$ cat src/hdl/u2dec_pkg.sv
// ============================================================================
// u2dec_pkg: shared types and constants for the decimal ASCII converter
// Digit record layout, field widths and the divide-by-ten reciprocal.
// ============================================================================
package u2dec_pkg;

    localparam int MAX_DIGITS = 10;
    localparam int VAL_W      = 32;
    localparam int DIG_W      = 4;
    localparam int ASCII_W    = 6;
    localparam int IDX_W      = $clog2(MAX_DIGITS);
    localparam int CNT_W      = $clog2(MAX_DIGITS + 1);
    localparam int PROD_W     = 2 * VAL_W;
    localparam int RECIP_SH   = 35;

    localparam logic [VAL_W-1:0]   RECIP_TEN  = 32'hCCCC_CCCD;
    localparam logic [ASCII_W-1:0] ASCII_ZERO = 6'd48;

    typedef logic [DIG_W-1:0] t_digit;

    typedef struct packed {
        logic [MAX_DIGITS-1:0][DIG_W-1:0] digits;
        logic [CNT_W-1:0]                 count;
    } t_rec;

endpackage

$ cat src/hdl/u2dec_fifo.sv
// ============================================================================
// u2dec_fifo: two-entry record queue
// Decouples digit extraction from character output.
// ============================================================================
module u2dec_fifo
    import u2dec_pkg::*;
(
    input  logic i_clk,
    input  logic i_rst_n,
    input  logic i_wr,
    input  t_rec i_rec,
    output logic o_full,
    input  logic i_rd,
    output t_rec o_rec,
    output logic o_empty
);

    t_rec       r_mem [2];
    logic       r_wp;
    logic       r_rp;
    logic [1:0] r_cnt;

    logic wr_en;
    logic rd_en;

    always_comb begin
        o_full  = (r_cnt == 2'd2);
        o_empty = (r_cnt == 2'd0);
        wr_en   = i_wr && !o_full;
        rd_en   = i_rd && !o_empty;
        o_rec   = r_mem[r_rp];
    end

    always_ff @(posedge i_clk) begin
        if (!i_rst_n) begin
            r_wp  <= 1'b0;
            r_rp  <= 1'b0;
            r_cnt <= 2'd0;
        end else begin
            if (wr_en) begin
                r_wp <= ~r_wp;
            end
            if (rd_en) begin
                r_rp <= ~r_rp;
            end
            case ({wr_en, rd_en})
                2'b10:   r_cnt <= r_cnt + 2'd1;
                2'b01:   r_cnt <= r_cnt - 2'd1;
                default: r_cnt <= r_cnt;
            endcase
        end
    end

    always_ff @(posedge i_clk) begin
        if (wr_en) begin
            r_mem[r_wp] <= i_rec;
        end
    end

endmodule

$ cat config.mk
export PLATFORM = sky130hd
export DESIGN_NAME = u2dec_fifo
export DESIGN_NICKNAME = d
export VERILOG_FILES = /design/src/hdl/u2dec_pkg.sv /design/src/hdl/u2dec_fifo.sv
export SDC_FILE = /design/constraint.sdc
export NUM_CORES = 1
export LEC_CHECK = 0
export BUFFER_PORTS_ARGS = -buffer_cell sky130_fd_sc_hd__buf_2
export CORE_MARGIN = 1.5
export CORE_UTILIZATION = 50
export DETAILED_ROUTE_END_ITERATION = 8
export PLACE_DENSITY = 0.75
export SETUP_SLACK_MARGIN = 0.1
export SLEW_MARGIN = 20
export SYNTH_ARGS = -nofsm -noshare
export SYNTH_HDL_FRONTEND = slang
export SYNTH_SLANG_ARGS = --single-unit
$ cat constraint.sdc
create_clock -name i_clk -period 3.27 [get_ports i_clk]
set_clock_uncertainty 0.15 [all_clocks]
set_input_delay 0.1635 -clock i_clk [delete_from_list [all_inputs] [get_ports i_clk]]
set_output_delay 0.1635 -clock i_clk [all_outputs]
set_load 0.005 [all_outputs]
* Yosys cells after proc, flatten, opt, wreduce, memory -nomap -nowiden
Memory sizes are Yosys's and may differ from the RTL's. A register that Yosys moved wholly into a read port is not among the register bits.
Cells that the tools add are included.
** Word-level totals
- Bits of input ports :: 48
- Bits in registers :: 4
- Output and inout bits :: 46
- Memories :: 1
- Word-level logic and storage cells :: 22
- RAM bits :: 88
** Cells by class
- Add/sub/neg operators :: 2
- Equal/unequal tests :: 3
- Bitwise logic cells :: 2
- Mux-type cells :: 5
- Reductions and logical operators :: 6
** Memories
- r_mem :: words 2, bits a word 44, read ports 1, clocked after memory_dff 1, write ports 1, line u2dec_fifo.sv:18 : t_rec r_mem [2];
** Operator list (count)
- $eq A2 B2 Y1 const B :: 2
- $mux W1 :: 4
- $pmux W2 S2 :: 1
- $add A2 B1 Y2 const B :: 1
- $eq A2 B1 Y1 const B :: 1
- $logic_and A1 B1 Y1 :: 2
- $logic_not A1 Y1 :: 2
- $logic_not A2 Y1 :: 1
- $not A1 Y1 :: 2
- $reduce_bool A2 Y1 :: 1
- $sub A2 B1 Y2 const B :: 1

* Longest topological paths before layout
- Depth in word-level cells :: 5
- Gate-level depth with buffers :: 6

* Worst setup path after synthesis
Ideal clock, no wire load.
- Path type :: register to register
- From :: register r_cnt[0]
- To :: memory r_mem[0][0] (netlist bit) (enable)
- Stages on the path, launching flop included :: 5
- Library setup time :: 398 ps
- Data arrival time :: 1779 ps
- Buffers on the path :: 0
- Path slack :: 943 ps
- Data required time :: 2722 ps
- Cell sequence :: dfxtp_1 nand2b_2 inv_2 or3_1 inv_1
** On the way
- Cells in the longest elaborated chain, start to end :: 5
** RTL lines
- start, declared :: line u2dec_fifo.sv:21 : logic [1:0] r_cnt;
- start signal, assigned :: line u2dec_fifo.sv:47 : 2'b10: r_cnt <= r_cnt + 2'd1;
- start signal, assigned :: line u2dec_fifo.sv:48 : 2'b01: r_cnt <= r_cnt - 2'd1;
- start signal, assigned :: line u2dec_fifo.sv:49 : default: r_cnt <= r_cnt;
- $eq A2 B2 Y1 :: line u2dec_fifo.sv:27 : o_full = (r_cnt == 2'd2);
- named net o_full :: line u2dec_fifo.sv:12 : output logic o_full,
- $logic_not A1 Y1 :: line u2dec_fifo.sv:29 : wr_en = i_wr && !o_full;
- $logic_and A1 B1 Y1 :: line u2dec_fifo.sv:29
- $mux W1 :: line u2dec_fifo.sv:55 : if (wr_en) begin
- $mux W1 (implied by the code) :: line u2dec_fifo.sv:56 : r_mem[r_wp] <= i_rec;
- end, declared :: line u2dec_fifo.sv:18
The timed path passes the listed nets, and every way through them passes these cells.

==> run summary <==
The count of buffers added on input and output ports is 93. For the static leakage power, the log shows 1.77 nW. The worst setup path is launched from a flop. The tools report the worst relative slew slack as 29.1%. The fraction of post-synthesis cell area in the top cell type by area is 77.7%. Dividing the detail-routed via count by the number of cells gives 4.92. The core region is 6460 um2. Buffers inserted during clock tree synthesis total 9. The clock reaches the later pin of the worst-skew pair after 0.34 ns. The tools report the total clock sinks as 93.

Of all nets on the critical path, the largest fanout is 44. Vertical die dimension: 85.5 um. The checks that failed: DRC. Measured along the x axis, the die boundary spans 85.5 um. The buffer depth of the longest clock path was 2; the via count was 1,933. The setup total negative slack was 0 ns; the number of routed nets with antenna violations was 0. Yosys printed 0 warnings. The total nets after synthesis is 212, and the number of global-route vias before repair is 2,023. Across every metal layer, demand over resource in global routing totals 17.7%. After synthesis, the cell types taking the most area are edfxtp_1 (78%), mux2_2 (15%), dfxtp_1 (2.9%), xnor2_1 (0.77%), buf_2 (0.74%).

At the placement stage, the worst setup path has a slack of 1.07 ns. For this run, the share of the core covered by cells in the final layout is 71.7%. Dividing the synthesized area by the synthesized cell count gives 20.9 um2. In this run, distinct cell masters in the synthesized netlist total 18.

The synthesized design contains 93 register bits. The cell area after synthesis was 3400 um2. The worst-margin pin slew came out at 1.06 ns. Setup violations remaining at the end of the flow were counted as 0. Once layout is complete, the cells apart from fillers number 393. The run finished, with violations left. The detailed-route wire length came out at 6120 um. The category of cells accounting for the largest share of critical-path delay was flip-flops. The tools report the number of violations reported at the end of detailed-routing iteration 0 as 109.

The initial utilization of the core area, before any placement, comes to 52.6%. Kind of critical path: reg -> out. Traced cell by cell, the critical path runs through mux2_2 > buf_2. The run gives 1.97 ns as the data arrival at the endpoint of the critical path. The tools report the final hold violation count as 0.

The first global-routing pass estimated 9580 um of wire. STA classifies the critical path endpoint as an output port. For the count of instances resized after the clock tree is built, the log shows 0. The library cells used most frequently in the layout, excluding fill and tap cells, are buf_2 (93), edfxtp_1 (88), dlygate4sd3_1 (45). Sequential elements use 80.7% of the synthesized area. Of all cell types, the one taking the most synthesized area is edfxtp_1. For the register-to-register setup slack, the log shows 1.09 ns.

The final max-slew violation count was 0; the number of cells in the design after placement was 332. After layout, the worst setup slack is 0.985 ns. Entering global routing, the biggest net connects 45 pins. Power comes to 0.00318 W.

The area growth from synthesis to layout came out at 36.1%. After layout, the worst path uses 69.9% of the clock period. The path class of the tightest hold or removal check is in -> reg.

Power spread over the standard cell area amounts to 686 nW/um2. The remaining routing DRC violations is 7, and the placed wire-length estimate after detailed placement is 3720 um. The tool flagged a number of max-cap violations equal to 0. STA puts the critical path data required time at 2.96 ns. The diode insertion count for antenna repair was 0.

The number of top-level pins came out at 94. After clock tree synthesis, the clock-pin slew on the worst setup and hold paths is 0.08 ns. The die covers 7300 um2.

Subtracting the final worst setup slack from the clock period gives 2.28 ns. Routability-driven placement finished with a final weighted congestion of 0.717. The cell with the biggest individual delay on the critical path is dfxtp_2. The first TritonRoute pass finished after 6 iterations.

The proportion of layout cells with a drive suffix above 1 works out to 50.6%. The peak per-stage delay on the critical path was 1.04 ns. Setup repair after global routing left no endpoint under its margin. After detailed routing, the average wire length per cell comes to 15.6 um. For the H-tree level count, the log shows 3.

The buffer type at the clock tree root was clkbuf_8. The tools report the post-synthesis instance total as 163. The library cell used most frequently in the layout, excluding fill and tap cells, is buf_2.

The floorplan has 29 rows. TritonCTS built the clock tree. The final layout contains 360 nets.

The total overflow reported by the global router was 0; the maximum clock rate was 438 MHz. The initial antenna violation count is 0, and the buffering stage count on the worst path with inverters included is 1. IR analysis of the VDD net gives a maximum drop of 516 uV.
[worst min-delay path: stages]
cell      delay [ns]
buf_2           0.09
inv_1           0.04
o21ai_0         0.15
a21boi_1        0.06
[routing by layer]
layer  vias to the layer above  share of wire (%)  global-route usage [%]
met2                        71                 53                    30.3
met5                         -                  0                       0
met1                       934                 40                    21.8
met4                         0               0.72                    7.18
met3                         4                6.2                    3.99
li1                        924                  -                       -
[final cells by class]
| type | instances | area [um2] |
|---|---|---|
| Clock inverter | 5 | 77.6 |
| Sequential cell | 93 | 2740 |
| Multi-Input combinational cell | 62 | 622 |
| Fill cell | 423 | 1830 |
| Tap cell | 77 | 96.3 |
| Timing Repair Buffer | 142 | 946 |
| Inverter | 3 | 11.3 |
| Clock buffer | 11 | 131 |
[per-stage QoR]
| stage | instance area [um2] | hold slack [ns] |
|---|---|---|
| global placement | 3970 | 0.202 |
| finish | 4630 | 0.0676 |
| floorplan | 3400 | 0.112 |
| global route | 4630 | 0.0953 |
| CTS | 4630 | 0.0596 |
| detailed placement | 3970 | 0.205 |
[state kept, by name, summed over array words and instances, names as in the netlist, named ones only]
register  count
r_rp          1
r_mem        88
r_wp          1
r_cnt         2
[what timing repair did]
action | CTS | global route
hold buffers | 45 | 0
setup buffers | 0 | 0
endpoints found under the hold margin | 93 | 0
[worst paths after layout]
path	startpoint	to	cells after the start
max	flop	o_rec[14]	2
min	i_wr	r_wp	4
max reg2reg	r_cnt[0]	r_mem[0][14]	5
min reg2reg	r_wp	r_wp	2
[power by group]
| part | total, W | switching, W | internal (W) |
|---|---|---|---|
| clock | 0.000788 | 0.000359 | 0.000429 |
| sequential | 0.00163 | 0.000128 | 0.00150 |
| combinational | 0.000756 | 0.000311 | 0.000446 |
[synth_stat cells]
master,count
and3_1,1
mux2_2,44
nor2_1,1
inv_1,2
xnor2_1,3
nand2_1,1
nor2b_1,2
a21boi_1,2
inv_2,1
nand2b_2,1
or3_1,2
buf_2,5
ha_1,1
dfxtp_1,5
o21a_1,1
edfxtp_1,88
o21ai_0,2
and2_1,1
[cells by family (layout without fill, tap and decap cells)]
kind of cell	Yosys count	after routing	share of synthesized area, %
AOI/OAI and AO/OA	5	5	0.957
and+or+nand+nor	9	9	1.58
muxes	44	44	14.6
xor gates and xnor gates	3	3	0.773
DFF	93	93	80.7
buffers and inverters	8	161	1.07
adders and majority gates	1	1	0.368
No activity file was read; power rests on OpenSTA's default activity.
