`config.mk`:
```
export PLATFORM = sky130hd
export DESIGN_NAME = u2dec_back
export DESIGN_NICKNAME = d
export VERILOG_FILES = /design/src/hdl/u2dec_pkg.sv /design/src/hdl/u2dec_back.sv
export SDC_FILE = /design/constraint.sdc
export NUM_CORES = 1
export LEC_CHECK = 0
export ABC_AREA = 1
export BUFFER_PORTS_ARGS = -buffer_cell sky130_fd_sc_hd__buf_2
export CORE_AREA = 2 2 76 78
export CTS_BUF_LIST = sky130_fd_sc_hd__clkbuf_4
export CTS_CLUSTER_DIAMETER = 80
export DETAILED_ROUTE_END_ITERATION = 6
export DIE_AREA = 0 0 78 80
export HOLD_SLACK_MARGIN = 0.1
export SYNTH_ARGS = -nofsm -noshare
export SYNTH_HDL_FRONTEND = slang
export SYNTH_SLANG_ARGS = --single-unit
```
`constraint.sdc`:
```
create_clock -name i_clk -period 2.65 [get_ports i_clk]
set_input_delay 0.1325 -clock i_clk [delete_from_list [all_inputs] [get_ports i_clk]]
set_output_delay 0.1325 -clock i_clk [all_outputs]
set_load 0.02 [all_outputs]
```
`src/hdl/u2dec_pkg.sv`:
```
// ============================================================================
// u2dec_pkg: shared types and constants for the decimal ASCII converter
// Digit record layout, field widths and the divide-by-ten reciprocal.
// ============================================================================
package u2dec_pkg;

    localparam int MAX_DIGITS = 10;
    localparam int VAL_W      = 32;
    localparam int DIG_W      = 4;
    localparam int ASCII_W    = 6;
    localparam int IDX_W      = $clog2(MAX_DIGITS);
    localparam int CNT_W      = $clog2(MAX_DIGITS + 1);
    localparam int PROD_W     = 2 * VAL_W;
    localparam int RECIP_SH   = 35;

    localparam logic [VAL_W-1:0]   RECIP_TEN  = 32'hCCCC_CCCD;
    localparam logic [ASCII_W-1:0] ASCII_ZERO = 6'd48;

    typedef logic [DIG_W-1:0] t_digit;

    typedef struct packed {
        logic [MAX_DIGITS-1:0][DIG_W-1:0] digits;
        logic [CNT_W-1:0]                 count;
    } t_rec;

endpackage

```
`src/hdl/u2dec_back.sv`:
```
// ============================================================================
// u2dec_back: character emitter
// Walks a digit record from the top digit down into the output register.
// ============================================================================
module u2dec_back
    import u2dec_pkg::*;
(
    input  logic               i_clk,
    input  logic               i_rst_n,
    input  t_rec               i_rec,
    input  logic               i_fifo_empty,
    output logic               o_fifo_rd,
    output logic               o_empty,
    input  logic               i_pop,
    output logic [ASCII_W-1:0] o_ascii_digit,
    output logic               o_last_digit
);

    logic               r_act;
    t_rec               r_rec;
    logic [IDX_W-1:0]   r_pos;
    logic               r_ov;
    logic [ASCII_W-1:0] r_od;
    logic               r_ol;

    logic   out_ld;
    logic   step;
    logic   at_end;
    t_digit cur;

    always_comb begin
        out_ld    = !r_ov || i_pop;
        step      = r_act && out_ld;
        at_end    = (r_pos == '0);
        cur       = r_rec.digits[r_pos];
        o_fifo_rd = !i_fifo_empty && (!r_act || (step && at_end));
        o_empty   = !r_ov;
        o_ascii_digit = r_od;
        o_last_digit  = r_ol;
    end

    always_ff @(posedge i_clk) begin
        if (!i_rst_n) begin
            r_act <= 1'b0;
            r_ov  <= 1'b0;
        end else begin
            if (o_fifo_rd) begin
                r_act <= 1'b1;
            end else if (step && at_end) begin
                r_act <= 1'b0;
            end
            if (step) begin
                r_ov <= 1'b1;
            end else if (out_ld) begin
                r_ov <= 1'b0;
            end
        end
    end

    always_ff @(posedge i_clk) begin
        if (o_fifo_rd) begin
            r_rec <= i_rec;
            r_pos <= IDX_W'(i_rec.count - 1'b1);
        end else if (step && !at_end) begin
            r_pos <= r_pos - 1'b1;
        end
        if (step) begin
            r_od <= ASCII_ZERO + ASCII_W'(cur);
            r_ol <= at_end;
        end
    end

endmodule
```
# Yosys cells after proc, flatten, opt, wreduce, memory -nomap -nowiden
# Index checks and enable logic that the tools add are counted.
# word_totals
reg_bits	53
in_bits	48
output_inout_bits	9
# classes
n_addsub	3
magnitude_cmp	1
mux	8
reduce_logical	14
# ops
op	count
binary-select mux 4 bit (select 4 bit)	1
two-way mux 4 bit	3
subtractor 4 x 1 -> 4 bit (second input constant)	2
adder 5 x 5 -> 6 bit (first input constant)	1
nonzero test 2 bit	3
less-than comparator 4 x 5 -> 1 bit (second input constant)	1
logical AND 1 bit	4
logical NOT 1 bit	4
logical NOT 4 bit	1
two-way mux 1 bit	4
logical OR 1 bit	2

# Logic depth before layout (Yosys ltp)
# Gate-level depths: netlist of run 1.
# depth
word_depth	7
depth_mapped	10
mapped_depth_nobuf	10

# Worst setup path before layout of run 1
# Ideal clock, no wire load.
# synth_path
path_kind	reg2reg
from	reg r_pos[2]
to	reg r_rec[10] (netlist name), enable pin
setup_time_ps	400
arrival_ps	1760
slack_ps	490
path_stages_with_launch	6
n_path_buf	0
synth_period_minus_slack_ps	2160
path_cell_list	edfxtp_1 nor2_1 nand3_1 nand2_2 nand2_4 inv_1
# synth_via
elab_chain_len	4
# synth_rtl
item	line	rtl
start, declared	u2dec_back.sv:21	logic [IDX_W-1:0] r_pos;
start signal, assigned	u2dec_back.sv:63	r_pos <= IDX_W'(i_rec.count - 1'b1);
start signal, assigned	u2dec_back.sv:65	r_pos <= r_pos - 1'b1;
logical NOT 4 bit	u2dec_back.sv:34	at_end = (r_pos == '0);
logical AND 1 bit	u2dec_back.sv:36	o_fifo_rd = !i_fifo_empty && (!r_act || (step && at_end));
logical OR 1 bit	u2dec_back.sv:36	
logical AND 1 bit	u2dec_back.sv:36	
named net o_fifo_rd	u2dec_back.sv:12	output logic o_fifo_rd,
end signal, assigned	u2dec_back.sv:62	r_rec <= i_rec;
end, declared	u2dec_back.sv:20	t_rec r_rec;
# The timed path passes the listed nets, and every way through them passes these cells.
# A chain may end at the register's enable or synchronous reset.

# Worst setup path after layout of run 1
# layout_path
from	reg r_pos[0]
to	out o_fifo_rd
# layout_via
elab_chain_len	4
# layout_rtl
item	line
logical NOT 4 bit	u2dec_back.sv:34
logical AND 1 bit	u2dec_back.sv:36
logical OR 1 bit	u2dec_back.sv:36
logical AND 1 bit	u2dec_back.sv:36
end, declared	u2dec_back.sv:12
# Every way passes these cells.

==> impl_results.md, run 1 <==
* Status: complete, no violations
* Total track usage at 15.5%
* Post-layout minimum cycle time at 2.26 ns
* CP startpoint kind: flip-flop
* Hold Crit Class: input pin to flip-flop
* Fin Hold WS at 0.242 ns
* Gpl congestion at 0.753
* Post-Syn Instances at 161
* Initial antenna violation count at 0
* Row cnt at 27
* Yosys reg bits at 51
* Number of remaining DRC errors at 0
* Nets at 313
* H-tree levels at 2
* Clock-pin slew on the worst setup and hold paths at 0.13 ns
* Max FO, Critical Path at 25
* Pwr Density at 596 mW/mm^2
* DR pass1 iterations at 4
* Yosys warnings at 0
* Sequential element share of the synthesized area at 72.8%
* Count of clock tree sinks at 51
* Vias in the first global route at 1571
* Synth top area share at 70.8%
* Worst vdd ir at 0.395 mV
* TNS Setup at 0 ns
* RSZ-0062 raised after global routing: false
* Clock root buffer: clkbuf_4
* Core Area at 0.00541 mm^2
* Worst Setup End Kind: primary output
* Post-synth top area cell: edfxtp_1
* TritonCTS buffer count at 5
* MaxCap Viol Count at 0
* Antenna diode count at 0
* DR WL/cell at 13.1 um
* Initial core utilization at 38.4%
* Clock tree buffer depth at 2
* Avg Cell Area, Syn at 12.9 um^2
* Period utilization at 85.3%
* WL final at 4420 um
* Synthesized cell area at 0.00208 mm^2
* Max-slew violation count at 0
* R2r setup slk at 0.76 ns
* Headroom to the max-slew limit at 61.8%
* CP arrival at 2.13 ns
* Area contributors post-synth: edfxtp_1 (71%), o21ai_0 (4.8%), nor2_1 (4.5%)
* Fin worst setup slack at 0.389 ns
* Hpwl dp at 2790 um
* Largest net degree at the start of global routing at 26
* Pre-CTS WS at 0.777 ns
* Final antenna-violating net count at 0
* First-pass GRT wire length at 7260 um
* Pleak at 1.19 nW
* Grt ovf at 0
* Distinct cells, synth at 24
* Area grow syn2layout at 40.7%
* Leading cell type in the layout, fill and taps excluded: buf_2
* Final setup vio count at 0
* FMAX at 442 MHz
* Iteration-0 DRC Markers at 85
* Die footprint at 0.00624 mm^2
* Worst Max-Slew Pin Slew at 0.568 ns
* TritonCTS clock tree: built
* Share of cells above drive strength 1 at 26.0%
* Die Y-Extent at 80 um
* Worst Skew at 0.00824 ns
* Skew-Pair Late Insertion Delay at 0.36 ns
* Hold Fails Final Rpt at 0
* IO Port Bufs at 54
* Vias post-DR at 1538
* WP data required at 2.52 ns
* Ports at 57
* Die W at 78 um
* Routed vias/inst at 4.56
* Most frequent cells in the layout: buf_2 (54), edfxtp_1 (49), dlygate4sd3_1 (44), nor2_1 (25), o21ai_0 (20)
* Critical path class: flip-flop to primary output
==> critical path: stages (launching register included) <==
cell and delay [ns]:
edfxtp_1 0.66, nor2_1 0.18, nand3_1 0.10, nand2_2 0.14, nand2_4 0.08, inv_1 0.08
buf_4 0.30, buf_2 0.23
==> cells by family after synthesis <==
group / after synthesis / synth area share, %
other: 1 / 0.181
AND/OR/NAND/NOR: 49 / 10.5
multiplexers: 4 / 1.93
AO/OA/AOI/OAI: 34 / 9.16
adder cells (fa/ha/maj): 1 / 0.602
XOR/XNOR: 1 / 0.422
buffers and inverters: 20 / 4.46
flip-flops: 51 / 72.8
==> Yosys cell counts, drive strengths merged <==
cell type,number
o211ai,6
mux2i,4
o221ai,1
edfxtp,49
dfxtp,2
nor4,1
conb,1
a21oi,2
nand3b,2
xnor2,1
nor2,25
inv,14
ha,1
o21ai,24
nand2,15
o22ai,1
nand3,5
nand4,1
buf,6
==> sequential cells by signal, indices dropped and copies added (netlist names) <==
signal,count
r_pos,4
r_act,1
r_ov,1
o_last_digit,1
r_rec,40
o_ascii_digit,4
==> layer usage <==
layer / vias to the layer above / share of wire (%) / GRT usage (%)
met5: - / 0 / 0
met4: 0 / 2.3 / 4.91
met3: 12 / 5.8 / 3.85
met2: 54 / 51 / 28.4
met1: 694 / 41 / 17.8
li1: 778 / - / -
==> worst paths after layout <==
check,to,startpoint,cells after the start
max,o_fifo_rd,r_pos[0],7
min,r_pos[0],i_rec[0],3
max reg2reg,r_pos[2],r_pos[0],8
min reg2reg,o_ascii_digit[3],r_rec[39],2
==> metrics by stage <==
step	std cells	util, %	power [W]	instance area, um^2
2_1_floorplan	162	-	0.00126	2080
3_3_place_gp	285	44.8	0.00137	2420
3_5_place_dp	285	44.8	0.00137	2420
4_1_cts	337	54.1	0.00175	2920
5_1_grt	337	54.1	0.00185	2920
6_report	337	54.1	0.00174	2920
==> where the power goes <==
group	internal, W	total (W)	switching (W)	leakage (nW)
clock	0.000114	0.000342	0.000229	0.0333
combinational	0.000167	0.000366	0.000199	0.673
sequential	0.000979	0.00103	0.0000546	0.486
==> what timing repair did <==
item | 4_1_cts | 5_1_grt
resized for setup | 0 | 0
setup buffers | 0 | 0
endpoints found under the hold margin | 42 | 0
hold buffers | 44 | 0
==> layout make-up <==
cell class | instances | area, um^2
clock inverters | 2 | 12.5
repair buffers | 101 | 733
fillers | 490 | 2480
clock buffers | 6 | 45.0
flip-flops and latches | 51 | 1510
inverters | 14 | 52.6
multi-input cells | 91 | 477
well taps | 72 | 90.1
Power figures use the tool's default switching activity.
==> run 2, diff against run 1 <==
--- a/config.mk
+++ b/config.mk
@@ -6,12 +6,12 @@
 export NUM_CORES = 1
 export LEC_CHECK = 0
 export ABC_AREA = 1
-export BUFFER_PORTS_ARGS = -buffer_cell sky130_fd_sc_hd__buf_2
 export CORE_AREA = 2 2 76 78
 export CTS_BUF_LIST = sky130_fd_sc_hd__clkbuf_4
 export CTS_CLUSTER_DIAMETER = 80
 export DETAILED_ROUTE_END_ITERATION = 6
 export DIE_AREA = 0 0 78 80
+export DONT_BUFFER_PORTS = 1
 export HOLD_SLACK_MARGIN = 0.1
 export SYNTH_ARGS = -nofsm -noshare
 export SYNTH_HDL_FRONTEND = slang
==> run 2 against run 1 <==
  * Sequential power is essentially flat
  * Fmax rose by 8.9%
  * Core utilization down 4.5 points
  * Cell area decreased by 8.4%
  * Final cell count is 16% lower
  * First-iteration DRC count decreased by 20%
  * Global-route usage fell by 1.7 points
  * Total power up 3.8%
  * Register-to-register slack about the same
  * Largest power group unchanged
  * Worst setup slack better by 0.19 ns
  * Combinational power fell by 14%
  * Critical path depth is 1 lower
==> impl_results.md, run 2 (synthesis results as in run 1) <==
* Sink of the worst hold path: r_pos[0]
* R2r startpoint: r_pos[1]
* Utilization after layout at 49.5% (-4.5 points)
* H-tree levels at 2 (unchanged)
* Largest Register: r_rec
* RSZ-0062 raised after global routing: false
* Max-slew violation count at 0 (unchanged)
* Nets at 259 (-17%)
* Combinational Power Share at 17.4% (-3.6 points)
* Seq. cell area at 0.00151 mm^2 (unchanged)
* First-pass GRT wire length at 6530 um (-10%)
* TritonCTS buffer count at 5 (unchanged)
* Iteration-0 DRC Markers at 68 (-20%)
* R2r endpoint: r_pos[2]
* Ports at 57 (unchanged)
* Routed vias/inst at 4.89 (+7.2%)
* Core Area at 0.00541 mm^2 (unchanged)
* Hpwl dp at 2810 um (+0.55%)
* CP startpoint kind: flip-flop
* Clk pwr share at 24.7% (+5.0 points)
* Worst Max-Slew Pin Slew at 0.619 ns (+0.0510 ns)
* Die W at 78 um (unchanged)
* Gpl congestion at 0.764 (+1.4%)
* Final antenna-violating net count at 0 (unchanged)
* R2R depth at 8 (unchanged)
* Pwr Density at 675 mW/mm^2 (+13%)
* TritonCTS clock tree: built
* Switching Share at 26.1% (-1.6 points)
* DR pass1 iterations at 4 (unchanged)
* Pleak at 0.993 nW (-17%)
* TNS Setup at 0 ns (unchanged)
* Initial antenna violation count at 0 (unchanged)
* Fin Hold WS at 0.186 ns (-0.0559 ns)
* WL final at 4100 um (-7.4%)
* Total track usage at 13.7% (-1.7 points)
* CP arrival at 1.94 ns (-0.19 ns)
* Count of clock tree sinks at 51 (unchanged)
* Die Y-Extent at 80 um (unchanged)
* Antenna diode count at 0 (unchanged)
* MaxCap Viol Count at 0 (unchanged)
* Leading cell type in the layout, fill and taps excluded: edfxtp_1
* Final setup vio count at 0 (unchanged)
* Initial core utilization at 38.4% (unchanged)
* Headroom to the max-slew limit at 58.3% (-3.4 points)
* Number of remaining DRC errors at 0 (unchanged)
* FMAX at 482 MHz (+8.9%)
* Post-layout minimum cycle time at 2.08 ns (-0.185 ns)
* DR WL/cell at 14.5 um (+10%)
* Critical path class: flip-flop to primary output
* Share of cells above drive strength 1 at 7.58% (-18 points)
* Worst Skew at 0.0115 ns (+0.00329 ns)
* Skew-Pair Late Insertion Delay at 0.37 ns (about the same)
* Clock tree buffer depth at 2 (unchanged)
* Clock-pin slew on the worst setup and hold paths at 0.13 ns (about the same)
* R2r setup slk at 0.75 ns (about the same)
* Hold Fails Final Rpt at 0 (unchanged)
* Period utilization at 78.3% (-7.0 points)
* Vias in the first global route at 1368 (-13%)
* Number of flip-flops in the largest register at 40 (unchanged)
* Internal power at 0.00134 W (+6.0%)
* IO Port Bufs at 0 (-100%)
* Worst Setup End Kind: primary output
* Max FO, Critical Path at 25 (unchanged)
* Hold Crit Class: input pin to flip-flop
* Die footprint at 0.00624 mm^2 (unchanged)
* Fin worst setup slack at 0.574 ns (+0.185 ns)
* Critical hold path startpoint: i_rec[0]
* Row cnt at 27 (unchanged)
* Multi-input combinational cell area at 477 um^2 (unchanged)
* Pre-CTS WS at 0.789 ns (+0.0115 ns)
* Reg power frac at 57.9% (-1.4 points)
* # fillers at 511 (+4.3%)
* Status: complete, no violations
* WP data required at 2.52 ns (about the same)
* Area grow syn2layout at 28.9%
* Largest net degree at the start of global routing at 26 (unchanged)
* Clock root buffer: clkbuf_4
* Grt ovf at 0 (unchanged)
* Worst vdd ir at 0.468 mV (+19%)
* Cells on Worst Hold Path at 2 (-1)
* Vias post-DR at 1384 (-10%)
* Most frequent cells in the layout: edfxtp_1 (49), dlygate4sd3_1 (44), nor2_1 (25), o21ai_0 (20), inv_1 (13)
* NetSw at 0.000472 W (-2.1%)
* Overall power at 0.00181 W (+3.8%)
* PostCTS Resize Cnt at 0 (unchanged)
## run 2: changes by cell type in the layout (fill, tap and decap cells not counted)
cell,delta
clkinv_1,-1
bufinv_16,+1
clkinv_4,-1
clkbuf_4,+1
buf_2,-54
## run 2: metrics by stage
step,instance area [um^2],std cells
final,2680,283
after global routing,2680,283
after CTS,2680,283
after detailed placement,2150,231
after global placement,2150,231
after floorplan,2080,162
## run 2: area by class of cell
cell class | count | share of cell area [%]
Multi-Input combinational cell | 91 | 17.8
Tap cell | 72 | 3.37
Clock buffer | 7 | 1.96
Sequential cell | 51 | 56.5
Timing Repair Buffer | 47 | 17.3
Inverter | 14 | 1.96
Clock inverter | 1 | 1.12
## run 2: power groups by stage
stage               combinational [W]  sequential (W)  clock [W]
floorplan                    0.000222         0.00104          0
global placement             0.000247         0.00106          0
detailed placement           0.000260         0.00107          0
CTS                          0.000314         0.00105   0.000448
global route                 0.000354         0.00106   0.000494
finish                       0.000314         0.00105   0.000446
## run 2: how the worst max path moves through the flow
stage                        start         to  slack [ns]  depth (start not counted)
after global placement    r_pos[1]  r_rec[18]        0.84                          6
after global routing      r_pos[1]  o_fifo_rd        0.39                          6
after floorplan           r_pos[2]  r_rec[10]        0.49                          5
after detailed placement  r_pos[1]  r_rec[18]        0.79                          6
after CTS                 r_pos[1]  o_fifo_rd        0.58                          6
final                     r_pos[1]  o_fifo_rd        0.57                          6
## run 2: metal layers
| layer | part of all wire [%] | wire [um] | up-vias | global-route usage, % |
|---|---|---|---|---|
| met4 | 1.5 | 61 | 0 | 3.86 |
| met5 | 0 | 0 | - | 0 |
| met2 | 49 | 2010 | 53 | 22.4 |
| met3 | 6.5 | 266 | 8 | 4.98 |
| li1 | - | - | 670 | - |
| met1 | 43 | 1760 | 653 | 17.3 |
## run 2: repair_timing
item                                   CTS  global route
hold buffers                            44             0
buffers inserted                         0             0
endpoints found under the hold margin   42             0
## run 2: critical path: stages, from the launching register on
cell and delay, ns:
edfxtp_1 0.60, nor2_1 0.21, nand3_1 0.11, nand2_2 0.15, nand2_4 0.08, inv_1 0.09
buf_4 0.34
